===== src/plm_pkg.sv =====
// shared types and constants for the piecewise-linear map
`default_nettype none

package plm_pkg;

  localparam int unsigned DATA_W    = 16;
  localparam int unsigned CFG_IDX_W = 3;
  localparam int unsigned DIV_STEPS = 16;
  localparam int unsigned DIV_CNT_W = 4;

  // configuration register indexes
  localparam logic [CFG_IDX_W-1:0] REG_POINT_COUNT = 3'd0;
  localparam logic [CFG_IDX_W-1:0] REG_IN_POINT_0  = 3'd1;
  localparam logic [CFG_IDX_W-1:0] REG_OUT_POINT_0 = 3'd4;

  // reset values of the breakpoint table, entry 0 first
  localparam logic [1:0] POINT_COUNT_RESET = 2'd3;
  localparam logic signed [DATA_W-1:0] IN_POINT_RESET [3] =
    '{-16'sd32768, 16'sd0, 16'sd32767};
  localparam logic signed [DATA_W-1:0] OUT_POINT_RESET [3] =
    '{-16'sd390, 16'sd0, 16'sd390};

  typedef enum logic [2:0] {
    ST_IDLE,
    ST_SELECT,
    ST_MULT,
    ST_DIV,
    ST_WRITE
  } plm_state_t;

  typedef struct packed {
    logic load;
    logic select;
    logic mult;
    logic div_step;
    logic write;
  } plm_cmd_t;

  typedef struct packed {
    logic early;
  } plm_status_t;

endpackage

`default_nettype wire


===== src/plm_ctrl.sv =====
// sequencing state machine and output valid for the piecewise-linear map
`default_nettype none

module plm_ctrl (
  input  wire                 clk,
  input  wire                 rst,
  input  wire                 s_tvalid,
  output logic                s_tready,
  output logic                m_tvalid,
  input  wire                 m_tready,
  input  plm_pkg::plm_status_t status,
  output plm_pkg::plm_cmd_t    cmd
);

  plm_pkg::plm_state_t state;
  plm_pkg::plm_state_t state_next;
  logic [plm_pkg::DIV_CNT_W-1:0] cnt;
  logic [plm_pkg::DIV_CNT_W-1:0] cnt_next;
  logic                          m_tvalid_next;
  logic                          div_last;
  logic                          out_free;

  assign div_last = (cnt == plm_pkg::DIV_CNT_W'(plm_pkg::DIV_STEPS - 1));
  assign out_free = !m_tvalid || m_tready;

  always_comb begin
    state_next = state;
    unique case (state)
      plm_pkg::ST_IDLE: begin
        if (s_tvalid) state_next = plm_pkg::ST_SELECT;
      end
      plm_pkg::ST_SELECT: begin
        state_next = status.early ? plm_pkg::ST_WRITE : plm_pkg::ST_MULT;
      end
      plm_pkg::ST_MULT: begin
        state_next = plm_pkg::ST_DIV;
      end
      plm_pkg::ST_DIV: begin
        if (div_last) state_next = plm_pkg::ST_WRITE;
      end
      plm_pkg::ST_WRITE: begin
        if (out_free) state_next = plm_pkg::ST_IDLE;
      end
      default: state_next = plm_pkg::ST_IDLE;
    endcase
  end

  always_comb begin
    cmd      = '0;
    s_tready = 1'b0;
    cnt_next = cnt;
    unique case (state)
      plm_pkg::ST_IDLE: begin
        s_tready = 1'b1;
        cmd.load = s_tvalid;
      end
      plm_pkg::ST_SELECT: begin
        cmd.select = 1'b1;
      end
      plm_pkg::ST_MULT: begin
        cmd.mult = 1'b1;
        cnt_next = '0;
      end
      plm_pkg::ST_DIV: begin
        cmd.div_step = 1'b1;
        cnt_next     = cnt + 1'b1;
      end
      plm_pkg::ST_WRITE: begin
        cmd.write = out_free;
      end
      default: ;
    endcase
  end

  // result register is full from the write until the receiver takes it
  always_comb begin
    m_tvalid_next = m_tvalid;
    if (cmd.write) begin
      m_tvalid_next = 1'b1;
    end else if (m_tready) begin
      m_tvalid_next = 1'b0;
    end
  end

  always_ff @(posedge clk) begin
    if (rst) begin
      state    <= plm_pkg::ST_IDLE;
      cnt      <= '0;
      m_tvalid <= 1'b0;
    end else begin
      state    <= state_next;
      cnt      <= cnt_next;
      m_tvalid <= m_tvalid_next;
    end
  end

  a_one_at_a_time: assert property (@(posedge clk) disable iff (rst)
    (s_tvalid && s_tready) |=> !s_tready)
    else $error("input taken while a sample is in flight");

  a_no_overwrite: assert property (@(posedge clk) disable iff (rst)
    cmd.write |-> (!m_tvalid || m_tready))
    else $error("result register overwritten before it was taken");

  a_div_start: assert property (@(posedge clk) disable iff (rst)
    (state == plm_pkg::ST_MULT) |=> (state == plm_pkg::ST_DIV && cnt == '0))
    else $error("division did not start from step zero");

endmodule

`default_nettype wire


===== src/plm_datapath.sv =====
// breakpoint registers, segment select, multiplier, serial divider, result
`default_nettype none

module plm_datapath #(
  parameter int unsigned MAX_POINTS = 3
) (
  input  wire                                    clk,
  input  wire                                    rst,
  input  wire                                    cfg_we,
  input  wire  [plm_pkg::CFG_IDX_W-1:0]          cfg_index,
  input  wire  [plm_pkg::DATA_W-1:0]             cfg_data,
  input  wire  [plm_pkg::DATA_W-1:0]             sample_value,
  input  plm_pkg::plm_cmd_t                      cmd,
  output plm_pkg::plm_status_t                   status,
  output logic [plm_pkg::DATA_W-1:0]             mapped_value
);

  localparam int unsigned W = plm_pkg::DATA_W;

  logic [1:0]            point_count;
  logic signed [W-1:0]   in_pt  [MAX_POINTS];
  logic signed [W-1:0]   out_pt [MAX_POINTS];

  // three-entry view; entry 2 only matters when three points are in use
  logic signed [W-1:0]   in_v  [3];
  logic signed [W-1:0]   out_v [3];
  logic                  three_pt;

  logic signed [W-1:0]   x;
  logic signed [W-1:0]   base;
  logic [W-1:0]          dx;
  logic [W-1:0]          den;
  logic [W-1:0]          dy_mag;
  logic                  neg;
  logic                  early;
  logic [W-1:0]          rem;
  logic [W-1:0]          quo;

  logic                  sel_early;
  logic signed [W-1:0]   sel_base;
  logic signed [W-1:0]   lo_in, hi_in, lo_out, hi_out;
  logic signed [W:0]     dx_full, den_full, dy_full, dy_abs;
  logic [2*W-1:0]        product;
  logic [W:0]            shifted;
  logic [W+1:0]          trial;
  logic signed [W:0]     sum;

  // configuration registers
  always_ff @(posedge clk) begin
    if (rst) begin
      point_count <= plm_pkg::POINT_COUNT_RESET;
      for (int i = 0; i < MAX_POINTS; i++) begin
        in_pt[i]  <= plm_pkg::IN_POINT_RESET[i];
        out_pt[i] <= plm_pkg::OUT_POINT_RESET[i];
      end
    end else if (cfg_we) begin
      if (cfg_index == plm_pkg::REG_POINT_COUNT) point_count <= cfg_data[1:0];
      for (int i = 0; i < MAX_POINTS; i++) begin
        if (cfg_index == plm_pkg::CFG_IDX_W'(plm_pkg::REG_IN_POINT_0 + i)) begin
          in_pt[i] <= cfg_data;
        end
        if (cfg_index == plm_pkg::CFG_IDX_W'(plm_pkg::REG_OUT_POINT_0 + i)) begin
          out_pt[i] <= cfg_data;
        end
      end
    end
  end

  assign three_pt = (MAX_POINTS > 2) && (point_count == 2'd3);

  always_comb begin
    in_v[0]  = in_pt[0];
    in_v[1]  = in_pt[1];
    in_v[2]  = in_pt[MAX_POINTS-1];
    out_v[0] = out_pt[0];
    out_v[1] = out_pt[1];
    out_v[2] = out_pt[MAX_POINTS-1];
  end

  // segment select: clamp at either end, exact hit on the inner point,
  // otherwise pick the segment and form its deltas
  always_comb begin
    lo_in  = in_v[0];
    lo_out = out_v[0];
    hi_in  = in_v[1];
    hi_out = out_v[1];
    if (three_pt && (x > in_v[1])) begin
      lo_in  = in_v[1];
      lo_out = out_v[1];
      hi_in  = in_v[2];
      hi_out = out_v[2];
    end
    sel_early = 1'b1;
    sel_base  = lo_out;
    if (x <= in_v[0]) begin
      sel_base = out_v[0];
    end else if (three_pt && (x >= in_v[2])) begin
      sel_base = out_v[2];
    end else if (!three_pt && (x >= in_v[1])) begin
      sel_base = out_v[1];
    end else if (three_pt && (x == in_v[1])) begin
      sel_base = out_v[1];
    end else begin
      sel_early = 1'b0;
    end
    dx_full  = {x[W-1], x} - {lo_in[W-1], lo_in};
    den_full = {hi_in[W-1], hi_in} - {lo_in[W-1], lo_in};
    dy_full  = {hi_out[W-1], hi_out} - {lo_out[W-1], lo_out};
    dy_abs   = dy_full[W] ? -dy_full : dy_full;
  end

  assign status.early = sel_early;

  assign product = dx * dy_mag;
  assign shifted = {rem, quo[W-1]};
  assign trial   = {1'b0, shifted} - {2'b00, den};
  assign sum     = {base[W-1], base} + (neg ? -$signed({1'b0, quo}) : $signed({1'b0, quo}));

  always_ff @(posedge clk) begin
    if (cmd.load) x <= sample_value;
    if (cmd.select) begin
      early  <= sel_early;
      base   <= sel_base;
      dx     <= dx_full[W-1:0];
      den    <= den_full[W-1:0];
      dy_mag <= dy_abs[W-1:0];
      neg    <= dy_full[W];
    end
    // quotient fits in W bits since dx < den, so the high half starts as remainder
    if (cmd.mult) begin
      rem <= product[2*W-1:W];
      quo <= product[W-1:0];
    end else if (cmd.div_step) begin
      if (!trial[W+1]) begin
        rem <= trial[W-1:0];
        quo <= {quo[W-2:0], 1'b1};
      end else begin
        rem <= shifted[W-1:0];
        quo <= {quo[W-2:0], 1'b0};
      end
    end
    if (cmd.write) mapped_value <= early ? base : sum[W-1:0];
  end

  a_rem_below_den: assert property (@(posedge clk) disable iff (rst)
    cmd.div_step |-> (rem < den))
    else $error("divider remainder not below divisor");

endmodule

`default_nettype wire


===== src/piecewise_linear_map.sv =====
// top level of the piecewise-linear map: stream ports, config port, wiring
//
// maps each signed 16-bit sample through a curve of two or three breakpoints
// held in configuration registers; below the first point the first output is
// given, above the last point the last output, between points the value is
// interpolated with the quotient truncated toward zero
// input channel s_*: one transaction per sample, tdata[15:0] = sample_value
// output channel m_*: one transaction per sample, tdata[15:0] = mapped_value
// config channel cfg_*: cfg_index picks the register (0 point count, 1..3
// input points, 4..6 output points), cfg_data carries its value; always ready,
// writes are meant to happen while no sample is in flight
// sequence: after the input transaction comes segment select; a sample inside
// a segment then passes the multiply and the 16-step restoring divider before
// the result write, one that clamps or hits a breakpoint goes straight to it
// flow: one sample at a time, taken only after the last one is written; the
// next sample is taken while a result still waits
// reset restores the default curve and empties the result register
// a stalled receiver holds the result; the block finishes the next sample and
// then waits with it until the result register is free
`default_nettype none

module piecewise_linear_map #(
  parameter int unsigned MAX_POINTS = 3
) (
  input  wire                          clk,
  input  wire                          rst,
  input  wire                          s_tvalid,
  output logic                         s_tready,
  input  wire  [15:0]                  s_tdata,    // [15:0] sample_value
  output logic                         m_tvalid,
  input  wire                          m_tready,
  output logic [15:0]                  m_tdata,    // [15:0] mapped_value
  input  wire                          cfg_valid,
  output logic                         cfg_ready,
  input  wire  [plm_pkg::CFG_IDX_W-1:0] cfg_index,
  input  wire  [15:0]                  cfg_data
);

  plm_pkg::plm_cmd_t    cmd;
  plm_pkg::plm_status_t status;

  // register file never stalls a config transaction
  assign cfg_ready = 1'b1;

  plm_ctrl u_ctrl (
    .clk      (clk),
    .rst      (rst),
    .s_tvalid (s_tvalid),
    .s_tready (s_tready),
    .m_tvalid (m_tvalid),
    .m_tready (m_tready),
    .status   (status),
    .cmd      (cmd)
  );

  plm_datapath #(
    .MAX_POINTS (MAX_POINTS)
  ) u_datapath (
    .clk          (clk),
    .rst          (rst),
    .cfg_we       (cfg_valid && cfg_ready),
    .cfg_index    (cfg_index),
    .cfg_data     (cfg_data),
    .sample_value (s_tdata),
    .cmd          (cmd),
    .status       (status),
    .mapped_value (m_tdata)
  );

endmodule

`default_nettype wire


===== config.mk =====
export PLATFORM = sky130hd
export DESIGN_NAME = piecewise_linear_map
export DESIGN_NICKNAME = d
export VERILOG_FILES = /design/src/plm_pkg.sv /design/src/plm_ctrl.sv /design/src/plm_datapath.sv /design/src/piecewise_linear_map.sv
export SDC_FILE = /design/constraint.sdc
export NUM_CORES = 1
export LEC_CHECK = 0
export BUFFER_PORTS_ARGS = -buffer_cell sky130_fd_sc_hd__buf_4
export CAP_MARGIN = 20
export CORE_ASPECT_RATIO = 1.4
export CORE_MARGIN = 2
export CORE_UTILIZATION = 43
export DETAILED_ROUTE_END_ITERATION = 6
export REMOVE_ABC_BUFFERS = 1
export SLEW_MARGIN = 20
export SYNTH_ARGS = -nofsm -noshare
export SYNTH_HDL_FRONTEND = slang
export SYNTH_HIERARCHICAL = 1
export SYNTH_SLANG_ARGS = --single-unit

===== constraint.sdc =====
create_clock -name clk -period 10.4 [get_ports clk]
set_input_delay 1.04 -clock clk [delete_from_list [all_inputs] [get_ports clk]]
set_output_delay 1.04 -clock clk [all_outputs]
set_load 0.1 [all_outputs]

[Yosys cells after proc, flatten, opt, wreduce, memory -nomap -nowiden]
Memory sizes are Yosys's and may differ from the RTL's.
Index checks and enable logic that the tools add are counted.
Cells by class
  $add $sub $neg: 8
  multipliers: 1
  magnitude comparators: 4
  equal/unequal tests: 16
  mux-type cells: 67
  bitwise logic cells: 6
  reductions and logical operators: 14
Operators by type and width (number)
  2-to-1 mux 16 bit: 22
  2-to-1 mux 1 bit: 39
  >= comparator 16 bit: 2
  multiplier 16 x 16 -> 32 bit: 1
  negator 16 bit: 2
  subtractor 16 bit: 2
  subtractor 17 x 16 -> 18 bit: 1
  subtractor 16 x 16 -> 17 bit: 1
  adder 16 bit: 1
  == test 16 bit: 1
  greater-than comparator 16 bit: 1
  less-or-equal comparator 16 bit: 1
  one-hot mux 3 bit (5 select lines): 1
  == test 3 x 2 -> 1 bit, second input constant: 4
  == test 3 bit, second input constant: 4
  2-to-1 mux 3 bit: 4
  one-hot mux 4 bit (2 select lines): 1
  == test 3 x 1 -> 1 bit, second input constant: 2
  zero test 3 bit: 2
  bitwise OR 1 bit: 6
  nonzero test 2 bit: 3
  adder 4 x 1 -> 4 bit, second input constant: 1
  == test 4 bit, second input constant: 1
  logical AND 1 bit: 4
  7 further kinds: 9
Word-level totals
  register bits after elaboration: 140
  bits in writable memories: 96
  input bits: 40
  output and inout port bits: 19
  logic and storage cells: 132
  memories: 2
Memories
  u_datapath.in_pt: words 3, bits a word 16, read ports 3, clocked after memory_dff 0, wr ports 3, line plm_datapath.sv:21  | logic signed [W-1:0] in_pt [MAX_POINTS];
  u_datapath.out_pt: words 3, bits a word 16, read ports 3, clocked after memory_dff 0, wr ports 3, line plm_datapath.sv:22  | logic signed [W-1:0] out_pt [MAX_POINTS];

[Longest topological paths before layout]
An unclocked memory read counts as a cell.
  depth in word-level cells: 9
  gate-level depth with buffers: 27
  depth with buffers taken out: 24

[By module]
Netlist, hierarchy kept.
Modules (own cells, without submodules)
  plm_datapath: times used 1, cells each 2358, area an instance 23140.9 µm², sequential area each 6826.5 µm²
  plm_ctrl: times used 1, cells each 56, area an instance 461.7 µm², sequential area each 160.2 µm²
  piecewise_linear_map: times used 1, cells each 2, area an instance 11.3 µm², sequential area each 0.0 µm²

[Least setup slack after synthesis]
No wires, ideal clock.
  path type: register to register
  from: register u_datapath.dx[5]
  to: register u_datapath.rem[13] (data pin)
  library setup time: 0.270 ns
  arrival time: 5.782 ns
  data required time: 10.130 ns
  setup slack: 4.348 ns
  stages on the path, launching flop included: 24
  buffers on the path: 1
  clock period less this slack: 6.052 ns
  cells stage by stage: edfxtp_1 > clkbuf_1 > and2_1 > fa_1 > inv_1 > fa_1 > fa_1 > inv_1 > ha_1 > fa_1 > inv_1 > fa_1 > inv_1 > ha_1 > a21o_1 > a21o_1 > a21o_1 > nor3_1 > a21oi_1 > o21ai_0 > o21ai_0 > a31oi_1 > xor2_1 > a21oi_1
On the way
  word-level cells in the longest chain between the ends: 2
Ends and longest elaborated chain
  start, declared: line plm_datapath.sv:31  | logic [W-1:0] dx;
  start signal, assigned: line plm_datapath.sv:124  | dx <= dx_full[W-1:0];
  multiplier 16 x 16 -> 32 bit: line plm_datapath.sv:114  | assign product = dx * dy_mag;
  2-to-1 mux 16 bit: line plm_datapath.sv:130  | if (cmd.mult) begin
  end signal, assigned: line plm_datapath.sv:131  | rem <= product[2*W-1:W];
  end signal, assigned: line plm_datapath.sv:135  | rem <= trial[W-1:0];
  end signal, assigned: line plm_datapath.sv:138  | rem <= shifted[W-1:0];
  end, declared: line plm_datapath.sv:36  | logic [W-1:0] rem;
Every way passes these cells.
A chain may end at the register's enable or synchronous reset.

[Worst setup path after layout]
  from: register u_datapath.dy_mag[6]
  to: register u_datapath.rem[13] (data pin)
On the way
  word-level cells in the longest chain between the ends: 2
Ends and longest elaborated chain
  start, declared: line plm_datapath.sv:33  | logic [W-1:0] dy_mag;
  start signal, assigned: line plm_datapath.sv:126  | dy_mag <= dy_abs[W-1:0];
  multiplier 16 x 16 -> 32 bit: line plm_datapath.sv:114
  2-to-1 mux 16 bit: line plm_datapath.sv:130
Every way passes these cells.

==> out/metrics.yaml <==
period_minus_slack_ns: 7.01
cp-end-kind: "flip-flop"
rr_startpoint: "u_datapath/dy_mag[6]"
yosys_most_used_dff: "edfxtp_1"
first_pass_grt_wire_length_microns: 95600
last_element_of_the_critical_path: "u_datapath/rem[13]"
gr-usage-all-layers: 0.215
drt_wl_total_microns: 60600
worst_ep_arrival_time_ns: 7.28
die_height_microns: 281
clock-sinks: 236
post_cts_resize_count: 0
hold_viol: 0
crit_path_start_kind: "flip-flop"
synth_enable_flop_cells: 226
routed-via-count: 16930
average_cell_area_after_synthesis_sq_um: 9.77
totalNegativeSetupSlack_ns: 0
numPortBuffers: 57
cts_tree: "built"
clock_root_cell: "clkbuf_16"
synth.distinct_cells: 73
die_area_sq_um: 56800
rsz0062_at_grt: "no"
max_freq_mhz: 143
crit_chain: "and2_1 > fa_1 > inv_1 > fa_1 > fa_1 > inv_1 > ha_1 > fa_1 > inv_1 > fa_1 > inv_1 > ha_1 > a21o_1 > a21o_1 > a21o_1 > nor3_1 > a21oi_1 > o21ai_0 > o21ai_0 > a31oi_1 > xor2_1 > a21oi_1"
tritoncts.num_buffers: 24
run_status: "finished, final reports clean"
slew_violations: 0
std_cell_rows: 101
grt_max_degree: 67
area_growth_pct: 8.18
detailedRoute.firstIterationViolations: 971
crit_type: "flip-flop to flip-flop"
drt.antenna.violating_nets: 0
number_of_global_route_vias_before_repair: 17799
overflow: 0
cp_slowest_stage_delay_ns: 0.61
worst_path_max_delay_cell: "edfxtp_1"
tritonroute_pass_1_iters: 5
synth-seq-cells: 236
r2r_end: "u_datapath/rem[13]"
instance_count_of_the_mapped_netlist: 2416
clkSlewWorstSetupHoldPaths_ns: 0.07
ff2ff_setup_slack_ns: 3.39
hold_buffers: 0
initial_core_util: 0.436
worstSkewPairLatency_ns: 0.54
tightest_slew_ns: 1.07
globalplace.congestion: 0.877
buffer_count_from_post_cts_setup_fixing: 0
synth_sequential_area_ratio: 0.296
most-common-layout-cells: "inv_1, ha_1, nand2_1, edfxtp_1, fa_1"
n_antenna_cell: 0
maximum_root_to_sink_buffer_count: 3
viasPerCell: 5.35
reg2reg_depth: 22
timing.max_slew.rel_slack: 0.286
cp_common_cell: "fa_1"
hp-class: "flip-flop to flip-flop"
worstPathRequired_ns: 10.67
synth-warning-count: 6
critical_path_origin: "u_datapath/dy_mag[6]"
number_of_antenna_violations_at_the_first_check_in_global_routing: 0
timing.clock.skew_ns: 0.0165
period_share: 0.674
ctsHtreeMaxLevel: 1
utilization: 0.471
fin_nets: 2894
core_area_sq_um: 54200
finalSetupViolCount: 0
post_drt_wl_per_cell_microns: 19.2
dp_hpwl_microns: 48400
dieWidth_microns: 202
maxCapViolCount: 0
timing.critical_path.fanout_max: 16
most_common_cell_after_layout_fill_and_taps_aside: "inv_1"
synth_async_sr_flop_share: 0
drive_gt1_frac: 0.0737
syn-cell-area_sq_um: 23600
drt_drc_violations_left: 0
ioPinCount: 59
-- through the flow --
step / cells / cell area (sq um) / setup WS (ns) / hold slack [ns]
4_1_cts: 3162 / 25500 / 3.27 / 0.505
3_5_place_dp: 3118 / 24700 / 3.31 / 0.496
3_3_place_gp: 3118 / 24700 / 3.35 / 0.475
5_1_grt: 3162 / 25500 / 2.97 / 0.529
6_report: 3162 / 25500 / 3.39 / 0.511
2_1_floorplan: 2334 / 23300 / 3.89 / 0.456
-- registers in the layout, indices dropped and copies added, names as in the netlist --
name	count
u_datapath/rem	16
u_datapath/dy_mag	16
u_datapath/quo	16
u_datapath/mapped_value	16
u_ctrl/m_tvalid	1
u_datapath/in_pt	48
u_datapath/x	16
u_datapath/early	1
u_ctrl/cnt	4
u_datapath/out_pt	48
u_datapath/den	16
u_datapath/dx	16
u_datapath/point_count	2
u_ctrl/state	3
u_datapath/base	16
u_datapath/neg	1
-- per-layer routing --
layer / global-route usage / wire [microns]
met5: 0 / 0
met4: 0.0933 / 2710
met3: 0.0130 / 1600
met2: 0.411 / 32300
met1: 0.246 / 24000
-- worst min path at each step --
stage,start,endpoint,slack [ns],cells after the start
6_report,u_ctrl/cnt[1],u_ctrl/cnt[1],0.51,2
5_1_grt,u_ctrl/cnt[1],u_ctrl/cnt[1],0.53,2
2_1_floorplan,u_ctrl/cnt[1],u_ctrl/cnt[1],0.46,2
3_3_place_gp,u_ctrl/cnt[1],u_ctrl/cnt[1],0.48,2
3_5_place_dp,u_ctrl/cnt[1],u_ctrl/cnt[1],0.50,2
4_1_cts,u_ctrl/cnt[1],u_ctrl/cnt[1],0.51,2
-- cell usage after synthesis (4+ instances only) --
cell,number,area (sq um)
a21boi_0,9,67.6
a221o_1,16,160
nor2b_1,25,156
o31ai_1,12,90.1
o2111a_1,16,180
a21oi_1,115,576
ha_1,232,2900
nand2b_1,70,438
o2111ai_1,4,35.0
mux2_2,32,360
a21o_1,43,323
o21a_1,23,173
nand4_1,15,93.8
o41ai_1,6,52.6
or2_2,6,37.5
xnor2_1,76,666
o21ai_0,92,460
clkbuf_1,69,259
a211o_1,7,61.3
nor4_1,4,25.0
a211oi_1,10,75.1
nor3_1,33,165
nand3_1,29,145
a31oi_1,10,62.6
edfxtp_1,226,6790
o21ai_1,5,25.0
inv_1,350,1310
nand3b_1,5,37.5
mux2i_1,12,120
buf_2,6,30.0
or3_1,12,75.1
fa_1,199,3980
mux2_4,16,240
nand2_1,229,860
and3_1,8,50.1
dfxtp_1,10,200
xor2_1,30,263
and2_1,154,963
o21bai_1,10,75.1
a31o_2,7,61.3
nor2_1,129,484
-- final cells by class --
cell class | count | area [sq um]
fillers | 5062 | 28700
clock buffers | 28 | 647
multi-input cells | 1748 | 15000
inverters | 350 | 1310
flip-flops and latches | 236 | 6990
well taps | 721 | 902
repair buffers | 63 | 473
clock inverters | 16 | 204
-- logic make-up (layout without fill, tap and decap cells) --
kind of cell             count (synthesis)  count (layout)  share of synthesized area
AO/OA/AOI/OAI                          416             416                      0.117
XOR/XNOR                               106             106                     0.0393
adder cells (fa/ha/maj)                431             431                      0.292
buffers and inverters                  432             457                     0.0701
flip-flops                             236             236                      0.296
multiplexers                            60              60                     0.0305
other                                    1               1                   0.000159
AND/OR/NAND/NOR                        734             734                      0.155
-- worst max-delay path: cells and delay by family (launching register included) --
| family | cells | cell delay [ns] |
|---|---|---|
| AOI/OAI and AO/OA | 8 | 1.75 |
| xor gates and xnor gates | 1 | 0.19 |
| adders and majority gates | 7 | 3.30 |
| buffers and inverters | 4 | 0.20 |
| DFF | 1 | 0.61 |
| and+or+nand+nor | 2 | 0.67 |
Power is not shown: default switching activity piles up to over one toggle a cycle in this logic, so the estimate is an artifact.
